`config.mk`:
```
export PLATFORM = sky130hd
export DESIGN_NAME = phlc_ctrl
export DESIGN_NICKNAME = d
export VERILOG_FILES = /design/src/hw/rtl/phlc_pkg.sv /design/src/hw/rtl/phlc_ctrl.sv
export SDC_FILE = /design/constraint.sdc
export NUM_CORES = 1
export LEC_CHECK = 0
export ABC_AREA = 1
export CORE_AREA = 5 5 42 44
export DETAILED_ROUTE_END_ITERATION = 8
export DIE_AREA = 0 0 47 49
export DONT_BUFFER_PORTS = 1
export GPL_ROUTABILITY_DRIVEN = 0
export HOLD_SLACK_MARGIN = 0.12
export SYNTH_ARGS = -nofsm -noshare
export SYNTH_HDL_FRONTEND = slang
export SYNTH_SLANG_ARGS = --single-unit
```
`constraint.sdc`:
```
create_clock -name aclk -period 1.33 [get_ports aclk]
set_input_delay 0.133 -clock aclk [delete_from_list [all_inputs] [get_ports aclk]]
set_output_delay 0.133 -clock aclk [all_outputs]
set_load 0.005 [all_outputs]
```
`src/hw/rtl/phlc_pkg.sv`:
```
package phlc_pkg;

    // Table geometry. TABLE_SLOTS may be any value from 2 to 65536.
    localparam int TABLE_SLOTS = 1024;
    localparam int SLOT_W      = $clog2(TABLE_SLOTS);
    localparam int HALF_SLOTS  = TABLE_SLOTS / 2;
    localparam int CNT_W       = $clog2(HALF_SLOTS + 1);
    localparam int DIV_W       = 17;

    localparam logic [SLOT_W-1:0] SLOT_MAX  = SLOT_W'(TABLE_SLOTS - 1);
    localparam logic [CNT_W-1:0]  CNT_HALF  = CNT_W'(HALF_SLOTS);
    localparam logic [DIV_W-1:0]  SLOT_DIV  = DIV_W'(TABLE_SLOTS);
    // floor(2^32 / TABLE_SLOTS); the quotient estimate it gives is short by at most one.
    localparam logic [63:0]       RECIP_FULL = 64'h1_0000_0000 / 64'(TABLE_SLOTS);
    localparam logic [31:0]       SLOT_RECIP = RECIP_FULL[31:0];

    localparam logic [31:0] KNUTH_MUL = 32'd2654435761;
    localparam logic [31:0] EMPTY_KEY = 32'hFFFF_FFFF;
    localparam logic [15:0] HIT_MAX   = 16'hFFFF;

    // The FNV prime is 2^40 + 0x1B3, so the fold is a shift plus a narrow product.
    localparam logic [63:0] FNV_BASIS    = 64'd1469598103934665603;
    localparam int          FNV_SHIFT    = 40;
    localparam logic [8:0]  FNV_PRIME_LO = 9'h1B3;

    typedef enum logic [1:0] {
        OP_INSERT  = 2'd0,
        OP_BLOCK   = 2'd1,
        OP_EMPTY   = 2'd2,
        OP_RESTART = 2'd3
    } op_t;

    typedef enum logic [1:0] {
        STS_DONE     = 2'd0,
        STS_INS_OK   = 2'd1,
        STS_INS_DROP = 2'd2
    } status_t;

    typedef struct packed {
        op_t         op;
        logic [31:0] key;
        logic        last_block;
    } in_item_t;

    typedef struct packed {
        logic [1:0]  status;
        logic [15:0] prefix_len;
        logic [63:0] checksum;
    } out_item_t;

    typedef enum logic [3:0] {
        S_CLEAR,
        S_IDLE,
        S_DECODE,
        S_HASH1,
        S_HASH2,
        S_HASH3,
        S_READ,
        S_PROBE,
        S_ENDBLK,
        S_FOLD,
        S_EMIT
    } ctrl_state_t;

    typedef struct packed {
        logic latch_in;
        logic clr_step;
        logic restart;
        logic clr_req;
        logic set_miss;
        logic hit_inc;
        logic hash1;
        logic hash2;
        logic hash3;
        logic rd_cur;
        logic rd_next;
        logic wr_key;
        logic res_drop;
        logic res_ok;
        logic fold;
        logic load_out;
    } dp_cmd_t;

    typedef struct packed {
        op_t  op;
        logic key_empty;
        logic full;
        logic miss_seen;
        logic last;
        logic clr_last;
        logic probe_hit;
        logic probe_empty;
    } dp_sts_t;

endpackage

```
`src/hw/rtl/phlc_ctrl.sv`:
```
module phlc_ctrl
    import phlc_pkg::*;
(
    input  logic    aclk,
    input  logic    aresetn,
    input  logic    s_valid,
    output logic    s_ready,
    output logic    m_valid,
    input  logic    m_ready,
    input  dp_sts_t sts,
    output dp_cmd_t cmd
);

    ctrl_state_t state_reg, state_next;
    logic        m_valid_reg, m_valid_next;
    logic        out_free;

    assign out_free = !m_valid_reg || m_ready;

    always_ff @(posedge aclk) begin
        if (!aresetn) begin
            state_reg   <= S_CLEAR;
            m_valid_reg <= 1'b0;
        end else begin
            state_reg   <= state_next;
            m_valid_reg <= m_valid_next;
        end
    end

    always_comb begin
        state_next = state_reg;
        cmd        = '0;
        s_ready    = 1'b0;
        unique case (state_reg)
            S_CLEAR: begin
                cmd.clr_step = 1'b1;
                if (sts.clr_last) begin
                    state_next = S_IDLE;
                end
            end
            S_IDLE: begin
                s_ready = 1'b1;
                if (s_valid) begin
                    cmd.latch_in = 1'b1;
                    state_next   = S_DECODE;
                end
            end
            S_DECODE: begin
                unique case (sts.op)
                    OP_INSERT: begin
                        if (sts.full) begin
                            cmd.res_drop = 1'b1;
                            state_next   = S_EMIT;
                        end else if (sts.key_empty) begin
                            // The reserved key is reported as taken but never stored.
                            cmd.res_ok = 1'b1;
                            state_next = S_EMIT;
                        end else begin
                            state_next = S_HASH1;
                        end
                    end
                    OP_BLOCK: begin
                        if (sts.miss_seen) begin
                            state_next = S_ENDBLK;
                        end else if (sts.key_empty) begin
                            cmd.set_miss = 1'b1;
                            state_next   = S_ENDBLK;
                        end else begin
                            state_next = S_HASH1;
                        end
                    end
                    OP_EMPTY: begin
                        cmd.clr_req = 1'b1;
                        state_next  = S_FOLD;
                    end
                    OP_RESTART: begin
                        cmd.restart = 1'b1;
                        state_next  = S_IDLE;
                    end
                    default: state_next = S_IDLE;
                endcase
            end
            S_HASH1: begin
                cmd.hash1  = 1'b1;
                state_next = S_HASH2;
            end
            S_HASH2: begin
                cmd.hash2  = 1'b1;
                state_next = S_HASH3;
            end
            S_HASH3: begin
                cmd.hash3  = 1'b1;
                state_next = S_READ;
            end
            S_READ: begin
                cmd.rd_cur = 1'b1;
                state_next = S_PROBE;
            end
            S_PROBE: begin
                // Each cycle compares one slot and fetches the next one if needed.
                if (sts.op == OP_INSERT) begin
                    if (sts.probe_empty) begin
                        cmd.wr_key = 1'b1;
                        cmd.res_ok = 1'b1;
                        state_next = S_EMIT;
                    end else begin
                        cmd.rd_next = 1'b1;
                    end
                end else begin
                    if (sts.probe_hit) begin
                        cmd.hit_inc = 1'b1;
                        state_next  = S_ENDBLK;
                    end else if (sts.probe_empty) begin
                        cmd.set_miss = 1'b1;
                        state_next   = S_ENDBLK;
                    end else begin
                        cmd.rd_next = 1'b1;
                    end
                end
            end
            S_ENDBLK: begin
                state_next = sts.last ? S_FOLD : S_IDLE;
            end
            S_FOLD: begin
                cmd.fold   = 1'b1;
                state_next = S_EMIT;
            end
            S_EMIT: begin
                if (out_free) begin
                    cmd.load_out = 1'b1;
                    state_next   = S_IDLE;
                end
            end
            default: state_next = S_IDLE;
        endcase
    end

    always_comb begin
        m_valid_next = m_valid_reg;
        if (cmd.load_out) begin
            m_valid_next = 1'b1;
        end else if (m_ready) begin
            m_valid_next = 1'b0;
        end
    end

    assign m_valid = m_valid_reg;

    a_no_overwrite: assert property (@(posedge aclk) disable iff (!aresetn)
        cmd.load_out |-> (!m_valid_reg || m_ready))
        else $error("result register loaded while a transfer is pending");

    a_accept_decode: assert property (@(posedge aclk) disable iff (!aresetn)
        s_valid && s_ready |=> state_reg == S_DECODE)
        else $error("accepted item not decoded in the following cycle");

endmodule

```
==> metrics.md, run 1 <==
| Metric | Value |
|---|---|
| Outcome | finished, violations left |
| Die width | 47 µm |
| Post-Syn Area | 534 µm² |
| Ys async rst share | 0% |
| H-tree levels | 1 |
| Worst skew pair latency | 0.24 ns |
| Syn Area/Cell | 5.09 µm² |
| Worst Max-Slew Pin Slew | 0.405 ns |
| Worst vdd ir | 0.458 mV |
| Ranking of synthesized cells by area | dfxtp_1 19%, nor2_1 18%, nand2_1 17% |
| Area growth, synth to finish | 43.8% |
| Fin cells | 135 |
| Vert. Die Dim | 49 µm |
| Required @ worst endpoint | 1.20 ns |
| Fmax | 744 MHz |
| Clk slew on worst S/H paths | 0.04 ns |
| GRT Util Overall | 15.7% |
| Largest register FFs | 4 |
| Static Leak | 0.384 nW |
| Top_reg_cell synth | dfxtp_1 |
| Total vias in the final route | 704 |
| Inst Count DP | 125 |
| CP max stage delay | 0.36 ns |
| # diodes | 0 |
| Vias in the first global route | 639 |
| Final hold slack | 0.137 ns |
| Reg2reg start | state_reg[0]$_SDFFE_PN0P_ |
| Cell area power density | 1330 nW/µm² |
| Number of synthesized flops with an enable pin | 0 |
| Commonest non-fill, non-tap cell in the layout | nor2_1 |
| Routed len/inst | 12.4 µm |
| Routing usage on met2 | 26.9% |
| Setup Viol. Count Final | 1 |
| DIE AREA | 2300 µm² |
| CTS buffer count | 3 |
| HP Class | in -> reg |
| PortBufs | 0 |
| Max Cap Viol | 0 |
| Post-synth top area share | 18.7% |
| I/O Pins | 31 |
| Cell variety after synth | 15 |
| Antenna Nets Post-Route | 0 |
| Final WL | 1.68 mm |
| Worst path cell trace | inv_4, nand2_4, nor2_4, buf_6, nand4_1, o41ai_4 |
| Slew Limit Headroom | 72.9% |
| Post-layout instance area | 768 µm² |
| Mapped Cells | 105 |
| Ys Warns | 0 |
| Most used routing layer | met2 |
| Final net count | 133 |
| Placeable Area | 1400 µm² |
| CTS tree | built |
| Row count | 14 |
| Final Hold Fails | 0 |
| Filler cells | 149 |
| Met3 usage | 2.21% |
| CTS Buffer Depth | 2 |
| CTS Sinks | 5 |
| Failing checks | setup timing |
| Initial core utilization | 38.1% |
| Met1 Track Usage GR | 18.2% |
| HP Start | m_ready |
| Crit path setup slack, layout | -0.0135 ns |
| Worst setup SP type | register |
| Layout Skew | 0.00145 ns |
| CTS root buf | clkbuf_4 |
| Final Max Tran Viols | 0 |
| Fin crit share | 101% |
| Initial antenna violation count | 0 |
| Post-synth top area cell | dfxtp_1 |
| CP startpoint | state_reg[2]$_SDFFE_PN0P_ |
| CP max stage cell | dfxtp_4 |
| Largest net degree at the start of global routing | 7 |
| Dpl hpwl | 1.25 mm |
| Endpoint class of the critical path | output pin |
| Placed instance area | 584 µm² |
| Synth Register Bits | 5 |
| 1st-pass router iterations | 6 |
| Share of cells above drive strength 1 | 31.9% |
| RSZ-0062 raised after global routing | yes |
| Most frequent cells in the layout | 22 x nor2_1, 18 x nand2_1, 15 x inv_1 |
| Worst Path Max Fanout | 6 |
| Post-route DRC | 0 |
| Minimum clock period | 1.34 ns |
| Sequential share of the synthesized area | 18.7% |
| Total gr overflow | 0 |
| Setup TNS | -0.0135 ns |
| Critical path type | reg -> out |
| Iteration-0 DRC count of the detailed router | 9 |
| Worst EP arrival | 1.21 ns |
| Global-route wire length before repair | 2.70 mm |
| Synth Net Count | 118 |
| Via density | 5.21 |
[synth_stat cells, types with 2 or more instances]
| cell | n |
|---|---|
| nand2_1 | 24 |
| nor3_1 | 2 |
| nand3_1 | 13 |
| nor4_1 | 2 |
| nor2_1 | 26 |
| a21oi_1 | 2 |
| o21ai_0 | 3 |
| nand4_1 | 4 |
| dfxtp_1 | 5 |
| inv_1 | 19 |
[per-stage QoR]
stage | utilization (%) | total power, W | worst slack [ns]
global route | 54.8 | 0.00111 | -0.105
finish | 54.8 | 0.00102 | -0.0135
detailed placement | 41.7 | 0.000663 | 0.0647
floorplan | - | 0.000558 | 0.217
CTS | 51.5 | 0.000950 | 0.00117
global placement | 41.7 | 0.000664 | 0.0674
[layout make-up]
cell class                      count  area, µm²  share of cell area, %
Inverter                           20       80.1                   10.4
Sequential cell                     5        113                   14.7
Clock buffer                        4       26.3                   3.42
Timing Repair Buffer               11       88.8                   11.6
Tap cell                           16       20.0                   2.61
Multi-Input combinational cell     79        440                   57.3
[worst max-delay path, delay by kind of cell (launching register included)]
kind | cells | cell delay (ns)
compound gates | 1 | 0.09
buf+inv | 2 | 0.20
flops | 1 | 0.36
simple gates | 3 | 0.32
[logic make-up (layout without fill, tap and decap cells)]
family                 after synthesis  in the layout  share of synthesized area [%]
and+or+nand+nor                     72             72                           58.3
buffers and inverters               21             35                           15.5
AOI/OAI and AO/OA                    7              7                           7.49
DFF                                  5              5                           18.7
[timing repair]
| item | 4_1_cts | 5_1_grt |
|---|---|---|
| hold endpoints to repair | 5 | 0 |
| hold buffers | 1 | 0 |
| resized for setup | 24 | 11 |
| pin swaps | 2 | 4 |
| setup endpoints to repair | 10 | 10 |
| setup buffers | 4 | 1 |
[metal layers]
metal,part of all wire (%),wire length [µm]
met5,0,0
met4,1.3,21
met3,6.7,112
met2,51,851
met1,41,690
[power breakdown]
group | internal, W | switching [W]
clock | 0.000113 | 0.0000637
combinational | 0.000234 | 0.000362
sequential | 0.000194 | 0.0000525
[path summary, 6_finish.rpt]
check	depth (start not counted)	slack [ns]	end
worst max register to register	7	0.10	state_reg[0]$_SDFFE_PN0P_
worst min-delay path	3	0.14	m_valid$_SDFFE_PN0P_
worst min register to register	2	0.53	state_reg[1]$_SDFFE_PN0P_
worst max-delay path	6	-0.01	cmd[11]
Power figures use the tool's default switching activity.
==> run 2: changes to the inputs <==
CTS_BUF_LIST = sky130_fd_sc_hd__clkbuf_4 sky130_fd_sc_hd__clkbuf_8   (was not set)
==> run 2 against run 1 <==
The run still ends with setup timing left. Critical endpoint unchanged. Clock power rose by 11%. Largest power group unchanged. Total power rose by 2.0%. Setup slack got worse by 0.0021 ns. Sequential power barely moved. Clock skew fell by 0.00056 ns.
==> metrics.md, run 2 (synthesis gave the netlist of run 1 again) <==
| Metric | Value |
|---|---|
| Slew Limit Headroom | 72.9% |
| Commonest non-fill, non-tap cell in the layout | nor2_1 |
| Endpoint class of the critical path | output pin |
| 1st-pass router iterations | 4 |
| Worst path bufs/invs | 2 |
| Final WL | 1.66 mm |
| Placeable Area | 1400 µm² |
| Worst vdd ir | 0.482 mV |
| Area growth, synth to finish | 44.5% |
| Inst Count DP | 125 |
| Total vias in the final route | 694 |
| Crit path setup slack, layout | -0.0156 ns |
| Worst EP arrival | 1.21 ns |
| Setup Viol. Count Final | 1 |
| Worst skew pair latency | 0.24 ns |
| Routed len/inst | 12.3 µm |
| CP top delay family | simple AND/OR/NAND/NOR gates |
| Largest register FFs | 4 |
| Die width | 47 µm |
| HP Class | in -> reg |
| Fmax | 743 MHz |
| Cell area power density | 1350 nW/µm² |
| CP startpoint | state_reg[0]$_SDFFE_PN0P_ |
| Via density | 5.14 |
| Outcome | finished, violations left |
| Share of cells above drive strength 1 | 32.8% |
| CP Depth | 6 |
| CTS Sinks | 5 |
| Reg2reg end | state_reg[0]$_SDFFE_PN0P_ |
| RSZ-0062 raised after global routing | yes |
| H-tree levels | 1 |
| GRT Util Overall | 15.8% |
| Worst Max-Slew Pin Slew | 0.405 ns |
| Clk slew on worst S/H paths | 0.04 ns |
| Static Leak | 0.387 nW |
| # diodes | 0 |
| Vert. Die Dim | 49 µm |
| CP max stage cell | dfxtp_2 |
| CTS buffer count | 3 |
| Final net count | 133 |
| Reg2reg start | state_reg[0]$_SDFFE_PN0P_ |
| Worst R2R Path Depth | 7 |
| Dpl hpwl | 1.25 mm |
| Worst setup SP type | register |
| I/O Pins | 31 |
| PortBufs | 0 |
| CTS tree | built |
| Post-route DRC | 0 |
| DIE AREA | 2300 µm² |
| Vias in the first global route | 648 |
| CTS root buf | clkbuf_4 |
| Initial antenna violation count | 0 |
| Most frequent cells in the layout | 22 x nor2_1, 18 x nand2_1, 15 x inv_1 |
| Final Hold Fails | 0 |
| Largest net degree at the start of global routing | 7 |
| Worst Path Max Fanout | 4 |
| Global-route wire length before repair | 2.73 mm |
| Layout Skew | 0.000898 ns |
| CTS Buffer Depth | 2 |
| CP max stage delay | 0.33 ns |
| Fin cells | 135 |
| Critical path type | reg -> out |
| Max Cap Viol | 0 |
| R2R Setup Slk | 0.08 ns |
| Minimum clock period | 1.35 ns |
| Total gr overflow | 0 |
| Antenna Nets Post-Route | 0 |
| Required @ worst endpoint | 1.20 ns |
| Iteration-0 DRC count of the detailed router | 15 |
| Fin crit share | 101% |
| Row count | 14 |
| Initial core utilization | 38.1% |
| Setup TNS | -0.0156 ns |
| Worst path cell trace | inv_2, nand2_4, nor2_4, buf_6, nand4_1, o41ai_4 |
| Failing checks | setup timing |
| Final Max Tran Viols | 0 |
| Critical path destination | cmd[11] |
==> run 2: through the flow <==
stage	utilization, %	instance area [µm²]	hold slack, ns	power [W]	setup slack (ns)
global placement	41.7	584	0.297	0.000664	0.0674
floorplan	-	534	0.282	0.000558	0.217
finish	55.1	772	0.156	0.00104	-0.0156
detailed placement	41.7	584	0.298	0.000663	0.0647
CTS	51.8	726	0.137	0.000970	0.00117
global route	55.1	772	0.180	0.00113	-0.110
==> run 2: how the worst min path moves through the flow <==
stage	from	slack, ns	cells past startpoint	endpoint
floorplan	aresetn	0.28	2	state_reg[0]$_SDFFE_PN0P_
global placement	aresetn	0.30	2	state_reg[0]$_SDFFE_PN0P_
detailed placement	aresetn	0.30	2	state_reg[0]$_SDFFE_PN0P_
CTS	m_ready	0.14	3	m_valid$_SDFFE_PN0P_
global route	m_ready	0.18	3	m_valid$_SDFFE_PN0P_
finish	m_ready	0.16	3	m_valid$_SDFFE_PN0P_
==> run 2: worst register-to-register path, cell delays in order, from the launching register on <==
cell and delay, ns:
dfxtp_2 0.35, inv_2 0.06, buf_4 0.13, buf_4 0.14
nand4_1 0.17, nand4_1 0.13, nor2_1 0.12, nor2_1 0.05
==> run 2: per-layer routing <==
metal	part of all wire, %	global-route usage (%)
met2	51	26.2
met4	1.3	7.83
met3	6.3	2.58
met1	42	18.4
met5	0	0
==> run 2: final cells by class <==
cell class              count  area (µm²)
flip-flops and latches      5         113
well taps                  16        20.0
repair buffers             11        88.8
fillers                   148         629
multi-input cells          79         440
clock buffers               4        30.0
inverters                  20        80.1
==> run 2: timing repair <==
| action | CTS | global route |
|---|---|---|
| resized for setup | 24 | 11 |
| endpoints found under the hold margin | 5 | 0 |
| hold buffers | 1 | 0 |
| pin swaps | 2 | 4 |
| buffers inserted | 4 | 1 |
| setup endpoints to repair | 10 | 10 |
==> run 2: power by group <==
group / leakage [nW] / total [W] / switching (W) / internal (W)
Sequential: 0.0433 / 0.000247 / 0.0000530 / 0.000194
Clock: 0.0184 / 0.000197 / 0.0000637 / 0.000134
Combinational: 0.326 / 0.000596 / 0.000362 / 0.000234
Total: 0.387 / 0.00104 / 0.000479 / 0.000562
